File: src/hw/rtl/tc_pkg.sv
// tc_pkg: shared types, constants and the coefficient function
// for the thermocouple converter; no dependencies
`timescale 1ns / 1ps

package tc_pkg;

   localparam int ADC_BITS = 12;
   localparam int CHANNELS = 4;
   localparam int NUM_CAL = 4;
   localparam int RAW_W = 12;
   localparam int CJ_W = 15;
   localparam int CH_W = 2;
   localparam int TEMP_W = 11;
   localparam int GAIN_W = 15;
   localparam int OFS_W = 16;
   localparam int CSR_IDX_W = 3;
   localparam int CSR_DATA_W = 16;
   localparam int REQ_DATA_W = 32;
   localparam int RSP_DATA_W = 16;
   localparam int X_W = 32;
   localparam int ACC_W = 48;

   localparam logic [29:0] MV_RAW_K = 30'd738365276;
   localparam logic [27:0] MV_OFS_K = 28'd176616974;
   // cold junction: floor((cj*2^24+125)/250) = cj*67108 + floor((cj*108+62)/125)
   localparam logic [16:0] CJ_INT_K = 17'd67108;
   localparam int CJ_BIAS = 62 + 125 * 16384;
   localparam logic [22:0] RECIP_125 = 23'd4294968;
   localparam logic signed [ACC_W-1:0] ACC_LIM = 48'sd70368744177664;

   localparam logic [TEMP_W-1:0] TEMP_INVALID = '1;

   typedef struct packed {
      logic valid;
      logic bad;
      logic [CH_W-1:0] ch;
      logic signed [X_W-1:0] x;
      logic signed [ACC_W-1:0] acc;
   } tc_item_type;

   // round-half-up(mant * 2^(5*deg+16) / 10^dexp), signed by table
   function automatic logic signed [ACC_W-1:0] coef_value(input int pos_set, input int deg);
      logic [31:0] mant;
      int dexp;
      logic neg;
      logic [127:0] num;
      logic [63:0] den;
      logic [63:0] r;
      logic [63:0] q;
      int i;
      mant = 32'd0;
      dexp = 0;
      neg = 1'b0;
      if (pos_set != 0) begin
         case (deg)
            1: begin mant = 32'd2508355; dexp = 5; neg = 1'b0; end
            2: begin mant = 32'd7860106; dexp = 8; neg = 1'b0; end
            3: begin mant = 32'd2503131; dexp = 7; neg = 1'b1; end
            4: begin mant = 32'd8315270; dexp = 8; neg = 1'b0; end
            5: begin mant = 32'd1228034; dexp = 8; neg = 1'b1; end
            6: begin mant = 32'd9804036; dexp = 10; neg = 1'b0; end
            7: begin mant = 32'd4413030; dexp = 11; neg = 1'b1; end
            8: begin mant = 32'd1057734; dexp = 12; neg = 1'b0; end
            9: begin mant = 32'd1052755; dexp = 14; neg = 1'b1; end
            default: begin mant = 32'd0; dexp = 0; neg = 1'b0; end
         endcase
      end else begin
         case (deg)
            1: begin mant = 32'd25173462; dexp = 6; neg = 1'b0; end
            2: begin mant = 32'd11662878; dexp = 7; neg = 1'b1; end
            3: begin mant = 32'd10833638; dexp = 7; neg = 1'b1; end
            4: begin mant = 32'd89773540; dexp = 8; neg = 1'b1; end
            5: begin mant = 32'd37342377; dexp = 8; neg = 1'b1; end
            6: begin mant = 32'd86632643; dexp = 9; neg = 1'b1; end
            7: begin mant = 32'd10450598; dexp = 9; neg = 1'b1; end
            8: begin mant = 32'd51920577; dexp = 11; neg = 1'b1; end
            default: begin mant = 32'd0; dexp = 0; neg = 1'b0; end
         endcase
      end
      den = 64'd1;
      for (i = 0; i < dexp; i++) begin
         den = den * 64'd10;
      end
      num = 128'(mant) << (5 * deg + 16);
      q = 64'd0;
      r = 64'd0;
      for (i = 127; i >= 0; i--) begin
         r = {r[62:0], num[i]};
         q = {q[62:0], 1'b0};
         if (r >= den) begin
            r = r - den;
            q[0] = 1'b1;
         end
      end
      if ({r[62:0], 1'b0} >= den) begin
         q = q + 64'd1;
      end
      return neg ? -$signed(q[ACC_W-1:0]) : $signed(q[ACC_W-1:0]);
   endfunction

endpackage

File: src/hw/rtl/tc_front.sv
// tc_front: code and cold-junction voltage to millivolts in Q6.26, two stages
// depends on tc_pkg
`timescale 1ns / 1ps

module tc_front
   import tc_pkg::*;
(
   input  logic clock,
   input  logic reset,
   input  logic en,
   input  logic in_valid,
   input  logic [CH_W-1:0] in_ch,
   input  logic [RAW_W-1:0] in_raw,
   input  logic signed [CJ_W-1:0] in_cj,
   output tc_item_type out_item
);

   localparam logic signed [ACC_W-1:0] COEF9_P = coef_value(1, 9);
   localparam logic signed [ACC_W-1:0] COEF9_N = coef_value(0, 9);

   logic valid_ff;
   logic bad_ff;
   logic [CH_W-1:0] ch_ff;
   logic [41:0] raw_prod_ff;
   logic signed [32:0] cj_int_ff;
   logic [44:0] cj_frac_ff;
   tc_item_type item_ff;

   logic signed [22:0] cj_lin;
   logic [21:0] cj_pos;
   logic [41:0] raw_prod_in;
   logic signed [32:0] cj_int_in;
   logic [44:0] cj_frac_in;
   logic signed [33:0] x_sum;
   tc_item_type item_in;

   always_comb begin
      // cj*108 by shift and add
      cj_lin = (23'(in_cj) <<< 6) + (23'(in_cj) <<< 5) + (23'(in_cj) <<< 3)
             + (23'(in_cj) <<< 2) + 23'(CJ_BIAS);
      cj_pos = cj_lin[21:0];
      raw_prod_in = 42'(in_raw) * 42'(MV_RAW_K);
      cj_int_in = 33'(in_cj) * $signed({16'd0, CJ_INT_K});
      cj_frac_in = 45'(cj_pos) * 45'(RECIP_125);

      x_sum = $signed({1'b0, 33'((raw_prod_ff + 42'(1 << (ADC_BITS - 1))) >> ADC_BITS)})
            - $signed({6'd0, MV_OFS_K})
            + 34'(cj_int_ff)
            + $signed({18'd0, cj_frac_ff[44:29]}) - 34'sd16384;
      item_in.valid = valid_ff;
      item_in.bad = bad_ff;
      item_in.ch = ch_ff;
      item_in.x = x_sum[X_W-1:0];
      item_in.acc = x_sum[X_W-1] ? COEF9_N : COEF9_P;
   end

   always_ff @(posedge clock) begin
      if (reset) begin
         valid_ff <= 1'b0;
         item_ff.valid <= 1'b0;
      end else if (en) begin
         valid_ff <= in_valid;
         item_ff.valid <= item_in.valid;
      end
      if (en) begin
         bad_ff <= (32'(in_ch) >= 32'(CHANNELS));
         ch_ff <= in_ch;
         raw_prod_ff <= raw_prod_in;
         cj_int_ff <= cj_int_in;
         cj_frac_ff <= cj_frac_in;
         item_ff.bad <= item_in.bad;
         item_ff.ch <= item_in.ch;
         item_ff.x <= item_in.x;
         item_ff.acc <= item_in.acc;
      end
   end

   assign out_item = item_ff;

endmodule

File: config.mk
export PLATFORM = sky130hd
export DESIGN_NAME = tc_front
export DESIGN_NICKNAME = d
export VERILOG_FILES = /design/src/hw/rtl/tc_pkg.sv /design/src/hw/rtl/tc_front.sv
export SDC_FILE = /design/constraint.sdc
export NUM_CORES = 1
export LEC_CHECK = 0
export ABC_CLOCK_PERIOD_IN_PS = 10800
export BUFFER_PORTS_ARGS = -buffer_cell sky130_fd_sc_hd__buf_4
export CAP_MARGIN = 20
export CORE_MARGIN = 8
export CORE_UTILIZATION = 65
export CTS_CLUSTER_DIAMETER = 60
export DETAILED_ROUTE_END_ITERATION = 8
export PLACE_DENSITY = 0.84
export SLEW_MARGIN = 15
export SYNTH_ARGS = -nofsm -noshare
export SYNTH_HDL_FRONTEND = slang
export SYNTH_SLANG_ARGS = --single-unit
File: constraint.sdc
create_clock -name clock -period 10.8 [get_ports clock]
set_input_delay 0.54 -clock clock [delete_from_list [all_inputs] [get_ports clock]]
set_output_delay 0.54 -clock clock [all_outputs]
set_load 0.02 [all_outputs]
==> key figures <==
Floorplan
  – Number of rows in the core area: 68
  – Top-level port count: about 120
  – Floorplan die width: 203 um
  – Initial Utilization: 0.659
  – DIE HEIGHT: 203 um
  – Core area: 34500 um^2
  – Area of the die: 41100 um^2

Timing
  – Total negative slack for setup checks: 0 ns
  – Final critical delay including setup and external delays: around 9.9 ns
  – Total count of hold-check failures in the final report: 0
  – Worst slew slack as a fraction of its limit: 0.299
  – Total count of max-transition violations in the final report: 0
  – Number of failing setup endpoints in the final timing report: 0
  – Fin Clk Skew: 0.0126 ns
  – Tcrit/Tclk final: 0.913
  – Transition time at the pin with the least slew margin: 1.05 ns
  – Setup repair after global routing missed its margin: false
  – Highest clock frequency the design can meet: 0.101 GHz

Finish
  – Area growth, synth to finish: 7.04%
  – Filler Cells Inserted: between 2000 and 3000
  – Net count of the finished layout: 3206
  – Share of cells above drive strength 1: 0.0669
  – Diode count: 0

Critical path
  – Type of element capturing the critical path: flop
  – Category of the critical setup timing path: primary input to flop
  – Crit path launch type: primary input
  – Crit path max fanout: 12
  – Arrival time at the worst endpoint: 10.04 ns
  – Required @ worst endpoint: between 10 and 15 ns
  – Maximum single-stage delay on the critical path: approximately 0.59 ns
  – Most used cell along the critical path: fa_1
  – Slowest-stage cell, CP: xor2_1

Detailed routing
  – Remaining number of nets flagged by the antenna check after routing: 0
  – Violation count after the first detailed-routing iteration: 923
  – Via/cell ratio: 5.67
  – Detailed Route WL: 49500 um
  – 1st-pass router iterations: 5
  – Wirelength per Cell: 17.2 um
  – Drc violations: 0
  – Via count of the routed design: approximately 16000

Clocking
  – Cell chosen for the clock root: clkbuf_16
  – Clock sink count: 116
  – Clk Latency, worst-skew pair: 0.44 ns
  – Post-CTS resize count: 0
  – Post-CTS Hold Buffers: 0
  – Number of buffers between clock root and the deepest sink: 2
  – TritonCTS clock tree: done
  – Clock-pin transition on the worst setup and hold timing paths: about 0.050 ns
  – CTS buffer count: 17
  – Number of H-tree branching levels: 4
  – Setup bufs post-CTS: 0

Synth
  – Number of enable-type register cells in the synthesized netlist: 114
  – Seq/Total Area, Yosys: 0.153
  – Post-synth design cell area: between 20000 and 25000 um^2
  – Avg Cell Area, Syn: 9.72 um^2
  – Most used DFF post-synth: edfxtp_1
  – Async set or reset register ratio after synthesis: 0
  – Gate count of the mapped netlist: 2334
  – Number of warnings reported in the yosys synthesis log: 0
  – Unique cell type count in the Yosys netlist: 78
  – Count of state elements after synthesis: 116

Min path
  – Type of the most critical hold path: primary input to flop

Global route
  – Vias in the first global route: 17300
  – Global-route wire length before repair: roughly 84000 um
  – Maximum number of pins on one net before global-route repair: 79
  – Overall routing resource usage: 0.250
  – Number of antenna violations at the first check in global routing: 0
  – Overflow left after global routing: 0

Run
  – Number of max-cap violations: 0

Status
  – Run status: completed

Placed design
  – DP HPWL: 42100 um
  – IO Port Bufs: 97
  – Final weighted congestion in routability-driven placement: 0.944
metrics by stage:
step | setup slack (ns) | std cells | utilization | instance area (um^2) | hold WS, ns
after floorplan | 1.66 | 2352 | - | 22800 | 0.400
after global placement | 1.01 | 2845 | 0.687 | 23700 | 0.406
after detailed placement | 0.715 | 2845 | 0.687 | 23700 | 0.414
after CTS | 1.08 | 2877 | 0.705 | 24300 | 0.258
after global routing | 0.319 | 2877 | 0.705 | 24300 | 0.265
final | 0.943 | 2877 | 0.705 | 24300 | 0.274
flip-flops by register name (all words and copies together), names as in the netlist:
name	cells
valid_ff	1
out_item	36
ch_ff	2
raw_prod_ff	31
cj_int_ff	29
cj_frac_ff	17
final timing paths:
check             depth (start not counted)  slack, ns                         to                      start
setup / recovery                         31       0.94   cj_frac_ff[44]$_DFFE_PP_                   in_cj[0]
hold reg to reg                           0       0.43     out_item[81]$_DFFE_PP_         ch_ff[1]$_DFFE_PP_
setup reg to reg                         19       4.04     out_item[73]$_DFFE_PP_  raw_prod_ff[12]$_DFFE_PP_
hold / removal                            2       0.27  out_item[83]$_SDFFE_PP0P_                      reset
layout make-up:
cell class	instances	area, um^2	share of cell area
clock buffer	20	457	0.0188
clock inverter	12	154	0.00634
inverter	556	2090	0.0859
multi-input combinational	1611	16800	0.690
sequential	116	3460	0.143
tap	455	569	0.0234
timing repair buffer	107	803	0.0331
cell usage after synthesis (4+ instances only):
cell,count,share of area
nor3_1,34,0.0075
o211ai_1,10,0.0033
o21ai_0,34,0.0075
nor2b_1,12,0.0033
a311oi_1,4,0.0015
and2_1,15,0.0041
buf_4,51,0.017
nor2_1,67,0.011
nand4_1,19,0.0052
ha_1,530,0.29
o31ai_1,10,0.0033
o221ai_1,4,0.0015
a21boi_0,6,0.0020
and3_1,23,0.0063
or2_2,5,0.0014
a221oi_1,5,0.0019
edfxtp_1,114,0.15
xor2_1,52,0.020
a21oi_1,82,0.018
nand2_1,79,0.013
nor4_1,8,0.0022
o21bai_1,12,0.0040
and4_1,4,0.0015
xnor2_1,105,0.041
or4_1,9,0.0030
a21o_1,29,0.0096
clkbuf_1,12,0.0020
inv_1,556,0.092
o21a_1,15,0.0050
nand3b_1,4,0.0013
o21ai_1,19,0.0042
nand3_1,41,0.0090
a31oi_1,12,0.0033
a211oi_1,14,0.0046
fa_1,234,0.21
nand2b_1,14,0.0039
or3_1,12,0.0033
buf_2,6,0.0013
layout by cell type, fill, tap and decap left out, drive strengths merged, types with 5 or more instances in the layout:
cell    synthesis  routed
inv           556     557
ha            530     530
fa            234     234
edfxtp        114     114
buf            57     107
xnor2         105     105
a21oi          82      82
nand2          81      81
nor2           70      70
o21ai          53      53
xor2           52      52
nand3          43      43
nor3           34      34
a21o           29      29
and3           23      23
nand4          20      20
clkbuf         12      20
conb            1      19
and2           15      15
o21a           15      15
nand2b         14      14
a211oi         14      14
or3            13      13
o21bai         12      12
nor2b          12      12
a31oi          12      12
o211ai         10      10
o31ai          10      10
or4             9       9
nor4            9       9
a21boi          9       9
or2             5       5
a221oi          5       5
a31o            5       5
clkinv          0       5
kinds of logic (layout without fill, tap and decap cells):
| family | count (synthesis) | count (layout) | share of synthesized area |
|---|---|---|---|
| XOR/XNOR | 157 | 157 | 0.0606 |
| AND/OR/NAND/NOR | 368 | 368 | 0.0853 |
| buffers and inverters | 625 | 695 | 0.112 |
| flip-flops | 116 | 116 | 0.153 |
| adder cells (fa/ha/maj) | 764 | 764 | 0.499 |
| other | 1 | 19 | 0.000165 |
| AO/OA/AOI/OAI | 300 | 300 | 0.0892 |
| multiplexers | 3 | 3 | 0.00132 |
routing by layer:
layer / track usage / up-vias / routed length [um]
li1: - / 7871 / -
met1: 0.318 / 7896 / 21200
met2: 0.434 / 459 / 24200
met3: 0.0422 / 81 / 2940
met4: 0.0710 / 0 / 1180
met5: 0 / - / 0
worst max-delay path: cells and delay by family:
kind,cells,cell delay [ns]
fa+ha+maj,11,4.79
simple gates,3,0.90
compound gates,11,2.56
buf+inv,5,0.63
xor+xnor,1,0.59
Power is left out: the tool's default activity adds up to more than one toggle a clock period on the data nets, which glitch-free logic cannot reach.
