[src/hw/rtl/tc_pkg.sv]
// tc_pkg: shared types, constants and the coefficient function
// for the thermocouple converter; no dependencies
`timescale 1ns / 1ps

package tc_pkg;

   localparam int ADC_BITS = 12;
   localparam int CHANNELS = 4;
   localparam int NUM_CAL = 4;
   localparam int RAW_W = 12;
   localparam int CJ_W = 15;
   localparam int CH_W = 2;
   localparam int TEMP_W = 11;
   localparam int GAIN_W = 15;
   localparam int OFS_W = 16;
   localparam int CSR_IDX_W = 3;
   localparam int CSR_DATA_W = 16;
   localparam int REQ_DATA_W = 32;
   localparam int RSP_DATA_W = 16;
   localparam int X_W = 32;
   localparam int ACC_W = 48;

   localparam logic [29:0] MV_RAW_K = 30'd738365276;
   localparam logic [27:0] MV_OFS_K = 28'd176616974;
   // cold junction: floor((cj*2^24+125)/250) = cj*67108 + floor((cj*108+62)/125)
   localparam logic [16:0] CJ_INT_K = 17'd67108;
   localparam int CJ_BIAS = 62 + 125 * 16384;
   localparam logic [22:0] RECIP_125 = 23'd4294968;
   localparam logic signed [ACC_W-1:0] ACC_LIM = 48'sd70368744177664;

   localparam logic [TEMP_W-1:0] TEMP_INVALID = '1;

   typedef struct packed {
      logic valid;
      logic bad;
      logic [CH_W-1:0] ch;
      logic signed [X_W-1:0] x;
      logic signed [ACC_W-1:0] acc;
   } tc_item_type;

   // round-half-up(mant * 2^(5*deg+16) / 10^dexp), signed by table
   function automatic logic signed [ACC_W-1:0] coef_value(input int pos_set, input int deg);
      logic [31:0] mant;
      int dexp;
      logic neg;
      logic [127:0] num;
      logic [63:0] den;
      logic [63:0] r;
      logic [63:0] q;
      int i;
      mant = 32'd0;
      dexp = 0;
      neg = 1'b0;
      if (pos_set != 0) begin
         case (deg)
            1: begin mant = 32'd2508355; dexp = 5; neg = 1'b0; end
            2: begin mant = 32'd7860106; dexp = 8; neg = 1'b0; end
            3: begin mant = 32'd2503131; dexp = 7; neg = 1'b1; end
            4: begin mant = 32'd8315270; dexp = 8; neg = 1'b0; end
            5: begin mant = 32'd1228034; dexp = 8; neg = 1'b1; end
            6: begin mant = 32'd9804036; dexp = 10; neg = 1'b0; end
            7: begin mant = 32'd4413030; dexp = 11; neg = 1'b1; end
            8: begin mant = 32'd1057734; dexp = 12; neg = 1'b0; end
            9: begin mant = 32'd1052755; dexp = 14; neg = 1'b1; end
            default: begin mant = 32'd0; dexp = 0; neg = 1'b0; end
         endcase
      end else begin
         case (deg)
            1: begin mant = 32'd25173462; dexp = 6; neg = 1'b0; end
            2: begin mant = 32'd11662878; dexp = 7; neg = 1'b1; end
            3: begin mant = 32'd10833638; dexp = 7; neg = 1'b1; end
            4: begin mant = 32'd89773540; dexp = 8; neg = 1'b1; end
            5: begin mant = 32'd37342377; dexp = 8; neg = 1'b1; end
            6: begin mant = 32'd86632643; dexp = 9; neg = 1'b1; end
            7: begin mant = 32'd10450598; dexp = 9; neg = 1'b1; end
            8: begin mant = 32'd51920577; dexp = 11; neg = 1'b1; end
            default: begin mant = 32'd0; dexp = 0; neg = 1'b0; end
         endcase
      end
      den = 64'd1;
      for (i = 0; i < dexp; i++) begin
         den = den * 64'd10;
      end
      num = 128'(mant) << (5 * deg + 16);
      q = 64'd0;
      r = 64'd0;
      for (i = 127; i >= 0; i--) begin
         r = {r[62:0], num[i]};
         q = {q[62:0], 1'b0};
         if (r >= den) begin
            r = r - den;
            q[0] = 1'b1;
         end
      end
      if ({r[62:0], 1'b0} >= den) begin
         q = q + 64'd1;
      end
      return neg ? -$signed(q[ACC_W-1:0]) : $signed(q[ACC_W-1:0]);
   endfunction

endpackage

[src/hw/rtl/tc_calib.sv]
// tc_calib: truncation to degrees, channel gain and offset, saturation;
// three stages, the last is the output register; depends on tc_pkg
`timescale 1ns / 1ps

module tc_calib
   import tc_pkg::*;
(
   input  logic clock,
   input  logic reset,
   input  logic en,
   input  tc_item_type in_item,
   input  logic [GAIN_W-1:0] gain [NUM_CAL],
   input  logic signed [OFS_W-1:0] offset [NUM_CAL],
   output logic out_valid,
   output logic signed [TEMP_W-1:0] out_temp
);

   logic t_valid_ff;
   logic t_bad_ff;
   logic signed [15:0] t_ff;
   logic [GAIN_W-1:0] gain_ff;
   logic signed [OFS_W-1:0] ofs_ff;
   logic v_valid_ff;
   logic v_bad_ff;
   logic signed [32:0] v_ff;
   logic o_valid_ff;
   logic signed [TEMP_W-1:0] o_temp_ff;

   logic signed [ACC_W-1:0] acc_rnd;
   logic signed [31:0] t_full;
   logic signed [15:0] t_in;
   logic signed [32:0] v_in;
   logic signed [32:0] v_rnd;
   logic signed [18:0] adj;
   logic signed [TEMP_W-1:0] temp_in;

   always_comb begin
      // truncate toward zero
      acc_rnd = in_item.acc + (in_item.acc[ACC_W-1] ? ACC_W'(65535) : '0);
      t_full = 32'(acc_rnd >>> 16);
      if (t_full > 32'sd32767) begin
         t_in = 16'sh7FFF;
      end else if (t_full < -32'sd32768) begin
         t_in = -16'sd32768;
      end else begin
         t_in = t_full[15:0];
      end

      v_in = 33'(t_ff) * $signed({18'd0, gain_ff}) - (33'(ofs_ff) <<< 6);

      v_rnd = v_ff + (v_ff[32] ? 33'sd16383 : 33'sd0);
      adj = 19'(v_rnd >>> 14);
      if (v_bad_ff) begin
         temp_in = TEMP_INVALID;
      end else if (adj > 19'sd1023) begin
         temp_in = 11'sd1023;
      end else if (adj < -19'sd1023) begin
         temp_in = -11'sd1023;
      end else begin
         temp_in = adj[TEMP_W-1:0];
      end
   end

   always_ff @(posedge clock) begin
      if (reset) begin
         t_valid_ff <= 1'b0;
         v_valid_ff <= 1'b0;
         o_valid_ff <= 1'b0;
      end else if (en) begin
         t_valid_ff <= in_item.valid;
         v_valid_ff <= t_valid_ff;
         o_valid_ff <= v_valid_ff;
      end
      if (en) begin
         t_bad_ff <= in_item.bad;
         t_ff <= t_in;
         gain_ff <= gain[in_item.ch];
         ofs_ff <= offset[in_item.ch];
         v_bad_ff <= t_bad_ff;
         v_ff <= v_in;
         o_temp_ff <= temp_in;
      end
   end

   assign out_valid = o_valid_ff;
   assign out_temp = o_temp_ff;

endmodule

[config.mk]
export PLATFORM = sky130hd
export DESIGN_NAME = tc_calib
export DESIGN_NICKNAME = d
export VERILOG_FILES = /design/src/hw/rtl/tc_pkg.sv /design/src/hw/rtl/tc_calib.sv
export SDC_FILE = /design/constraint.sdc
export NUM_CORES = 1
export LEC_CHECK = 0
export BUFFER_PORTS_ARGS = -buffer_cell sky130_fd_sc_hd__buf_2
export CORE_UTILIZATION = 45
export DETAILED_ROUTE_END_ITERATION = 8
export GPL_TIMING_DRIVEN = 0
export HOLD_SLACK_MARGIN = 0.02
export PLACE_DENSITY_LB_ADDON = 0.15
export SLEW_MARGIN = 40
export SYNTH_ARGS = -nofsm -noshare
export SYNTH_HDL_FRONTEND = slang
export SYNTH_SLANG_ARGS = --single-unit
export TNS_END_PERCENT = 100
[constraint.sdc]
create_clock -name clock -period 10.04 [get_ports clock]
set_clock_uncertainty 0.05 [all_clocks]
set_input_delay 2.51 -clock clock [delete_from_list [all_inputs] [get_ports clock]]
set_output_delay 2.51 -clock clock [all_outputs]
set_load 0.01 [all_outputs]
==> results.json <==
{
  "grt_overflow_total": 0,
  "cts_hold_buffers": 0,
  "ios": 223,
  "crit_required_ns": 10.13,
  "yosysWarningCount": 0,
  "worstReg2RegStart": "gain_ff[3]$_DFFE_PP_",
  "critPathBufInv": 4,
  "antenna_found_initial": 2,
  "netlist_instances": 1526,
  "drtAntennaViolNets": 0,
  "synthAdderAreaFrac_pct": 44.4,
  "rows": 67,
  "ys_seq_elements": 96,
  "slew_headroom_pct": 48.2,
  "synth-compound-area-share_pct": 6.29,
  "vias": 10900,
  "syn2layout_area_growth_pct": 12.0,
  "cts_buffers": 9,
  "synth-edff-count": 93,
  "syn_nets": 2122,
  "first_pass_iters": 4,
  "yosys.area_share.simple_pct": 13.1,
  "setup_violations": 0,
  "wl_met1_microns": 15400,
  "crit_path_end": "v_ff[31]$_DFFE_PP_",
  "top_layer_used": "met4",
  "crit_chain": "clkbuf_1 -> nand2_1 -> fa_1 -> fa_1 -> inv_1 -> fa_1 -> fa_1 -> fa_1 -> inv_1 -> fa_1 -> inv_1 -> ha_1 -> nand4_1 -> nor2_1 -> o21a_1 -> a31oi_1 -> a311oi_1 -> o21a_1 -> o21a_1 -> o311ai_0",
  "worst-path-stages": 20,
  "wl_microns": 36000,
  "yosysSeqAreaShare_pct": 18.4,
  "wl_met3_microns": 2110,
  "drc": 0,
  "htreeDepth": 3,
  "hp-class": "reg -> reg",
  "routabilityCongestion": 0.933,
  "grt_pass1_vias": 11600,
  "worstRegToRegCells": 20,
  "fmax_ghz": 0.133,
  "slowest_stage": "fa_1",
  "min_period_ns": 7.54,
  "chipWidth_microns": 187,
  "layout.nets": 2324,
  "synth-xor-area-share_pct": 3.00,
  "grt_max_degree": 52,
  "maxCapViolCount": 0,
  "synth_top_family_by_area": "adder cells",
  "dpl_cell_area_sq_mm": 0.0170,
  "rsz0062_at_grt": "false",
  "cp_slowest_stage_delay_ns": 0.83,
  "cp_max_fo": 10,
  "grt_pass1_wl_microns": 59800,
  "hold_viol_final": 0,
  "synth_area_sq_mm": 0.0155,
  "tightest_slew_ns": 0.767,
  "reg2reg_slack_ns": 2.50,
  "hold_depth": 0,
  "worstPathArrival_ns": 7.63,
  "stdcell_count": 2183,
  "root_buffer": "clkbuf_16",
  "critical_path.most_common_cell": "fa_1",
  "avgSynthCellArea_sq_um": 10.1,
  "portBuffers": 190,
  "drt_iter0_markers": 472,
  "design_area_sq_mm": 0.0173,
  "die_y_microns": 187,
  "setup-tns-final_ns": 0,
  "die_area_sq_mm": 0.0352,
  "cp-end-kind": "flip-flop",
  "synthFlopType": "edfxtp_1",
  "clockBufferDepth": 2,
  "setup_ws_ns": 2.50,
  "dp_slack_ns": 2.57,
  "ctsResizeCount": 0,
  "clock_sinks": 96,
  "cts_setup_buffers": 0,
  "synth.distinct_cells": 65,
  "drv_slew": 0,
  "synthArstFlopShare_pct": 0,
  "cts_tree": "built",
  "avgRoutedWirePerCell_microns": 16.5,
  "status": "finished, final reports clean",
  "cp_top_family": "adder cells",
  "wl_met2_microns": 17600,
  "initial_core_util_pct": 45.9,
  "core_area_sq_mm": 0.0337,
  "critPathLaunch": "gain_ff[3]$_DFFE_PP_",
  "numPlacedInstances": 2165,
  "clkTransAtPathRegs_ns": 0.06,
  "grt.total_usage_pct": 22.0,
  "worstSkewPairLatency_ns": 0.36,
  "final.period_utilization_pct": 75.1,
  "dp_hpwl_microns": 31900,
  "drive_above_1_share_pct": 14.9,
  "r2r-end": "v_ff[31]$_DFFE_PP_",
  "synth_mux_area_share_pct": 4.78,
  "vias_per_cell": 5.01,
  "crit_type": "reg -> reg",
  "cp-start-kind": "flip-flop"
}
## registers in the layout (all words and copies together), names as in the netlist, 11 cells and up
register / flops
gain_ff: 15
ofs_ff: 16
v_ff: 33
t_ff: 16
out_temp: 11
## synth_stat cells (all sizes together) (2+ instances only)
| master | number | area, sq um |
|---|---|---|
| dfxtp | 3 | 60.1 |
| o21bai | 4 | 30.0 |
| nor4 | 6 | 43.8 |
| a41oi | 2 | 17.5 |
| buf | 8 | 41.3 |
| a31oi | 3 | 33.8 |
| o41ai | 2 | 36.3 |
| a311oi | 2 | 17.5 |
| nand2 | 159 | 597 |
| o31ai | 2 | 15.0 |
| or4 | 5 | 37.5 |
| nand3 | 21 | 110 |
| clkbuf | 34 | 128 |
| nand4 | 11 | 68.8 |
| edfxtp | 93 | 2790 |
| or3 | 4 | 25.0 |
| fa | 275 | 5510 |
| nand2b | 6 | 37.5 |
| o21a | 7 | 52.6 |
| mux4 | 31 | 698 |
| a21o | 12 | 90.1 |
| and2 | 123 | 769 |
| o22ai | 2 | 12.5 |
| ha | 110 | 1380 |
| a211oi | 10 | 80.1 |
| a211o | 3 | 26.3 |
| nor2b | 2 | 12.5 |
| mux2i | 3 | 30.0 |
| o21ai | 37 | 189 |
| xor2 | 12 | 105 |
| and3 | 14 | 92.6 |
| a31o | 4 | 35.0 |
| xnor2 | 41 | 359 |
| inv | 365 | 1370 |
| nor3 | 16 | 85.1 |
| or2 | 2 | 12.5 |
| nor2 | 31 | 116 |
| a21oi | 44 | 224 |
| o2111ai | 3 | 26.3 |
## final cells by class
class / instances / area (sq um)
Inverter: 365 / 1370
Buffer: 42 / 173
Timing Repair Buffer: 191 / 985
Fill cell: 3117 / 16400
Sequential cell: 96 / 2850
Tap cell: 448 / 561
Clock buffer: 12 / 246
Clock inverter: 4 / 55.1
Multi-Input combinational cell: 1023 / 11100
Antenna cell: 2 / 5.00
## through the flow
stage	util [%]	hold slack (ns)
after global routing	51.5	0.413
final	51.5	0.390
after global placement	50.4	0.368
after CTS	51.4	0.399
after floorplan	-	0.350
after detailed placement	50.5	0.358
## routing by layer
layer / global-route usage, % / vias to the layer above
met5: 0 / -
met4: 7.54 / 0
met3: 3.65 / 44
met2: 37.7 / 355
met1: 28.1 / 5318
li1: - / 5216
## logic make-up (layout without fill, tap and decap cells)
family | count (synthesis) | after routing
xor gates and xnor gates | 53 | 53
buffers and inverters | 407 | 614
DFF | 96 | 96
muxes | 35 | 35
AOI/OAI and AO/OA | 147 | 147
and+or+nand+nor | 403 | 403
other | 0 | 2
adders and majority gates | 385 | 385
## cell usage in the layout, fill, tap and decap left out, drive strengths merged, types with 11 or more instances in the layout
cell type  netlist  final
nand2          159    159
nand4           11     11
ha             110    110
nor2            31     31
xnor2           41     41
and3            14     14
nand3           21     21
nor3            16     16
inv            365    365
buf              8    198
edfxtp          93     93
clkbuf          34     47
o21ai           37     37
mux4            31     31
a21o            12     12
a21oi           44     44
fa             275    275
and2           123    123
xor2            12     12
## worst register-to-register path, stage by stage (launching register included)
cell,delay [ns]
edfxtp_1,0.62
clkbuf_1,0.48
nand2_1,0.22
fa_1,0.83
fa_1,0.54
inv_1,0.41
fa_1,0.50
fa_1,0.48
fa_1,0.55
inv_1,0.05
fa_1,0.53
inv_1,0.04
ha_1,0.34
nand4_1,0.21
nor2_1,0.08
o21a_1,0.20
a31oi_1,0.22
a311oi_1,0.18
o21a_1,0.23
o21a_1,0.18
o311ai_0,0.36
## worst min path at each step
stage / from / to / slack, ns
floorplan: t_bad_ff$_DFFE_PP_ / v_bad_ff$_DFFE_PP_ / 0.35
global placement: t_bad_ff$_DFFE_PP_ / v_bad_ff$_DFFE_PP_ / 0.37
detailed placement: t_bad_ff$_DFFE_PP_ / v_bad_ff$_DFFE_PP_ / 0.36
CTS: t_bad_ff$_DFFE_PP_ / v_bad_ff$_DFFE_PP_ / 0.40
global route: t_bad_ff$_DFFE_PP_ / v_bad_ff$_DFFE_PP_ / 0.41
finish: t_bad_ff$_DFFE_PP_ / v_bad_ff$_DFFE_PP_ / 0.39
Power is not shown: default switching activity piles up to over one toggle a cycle in this logic, so the estimate is an artifact.
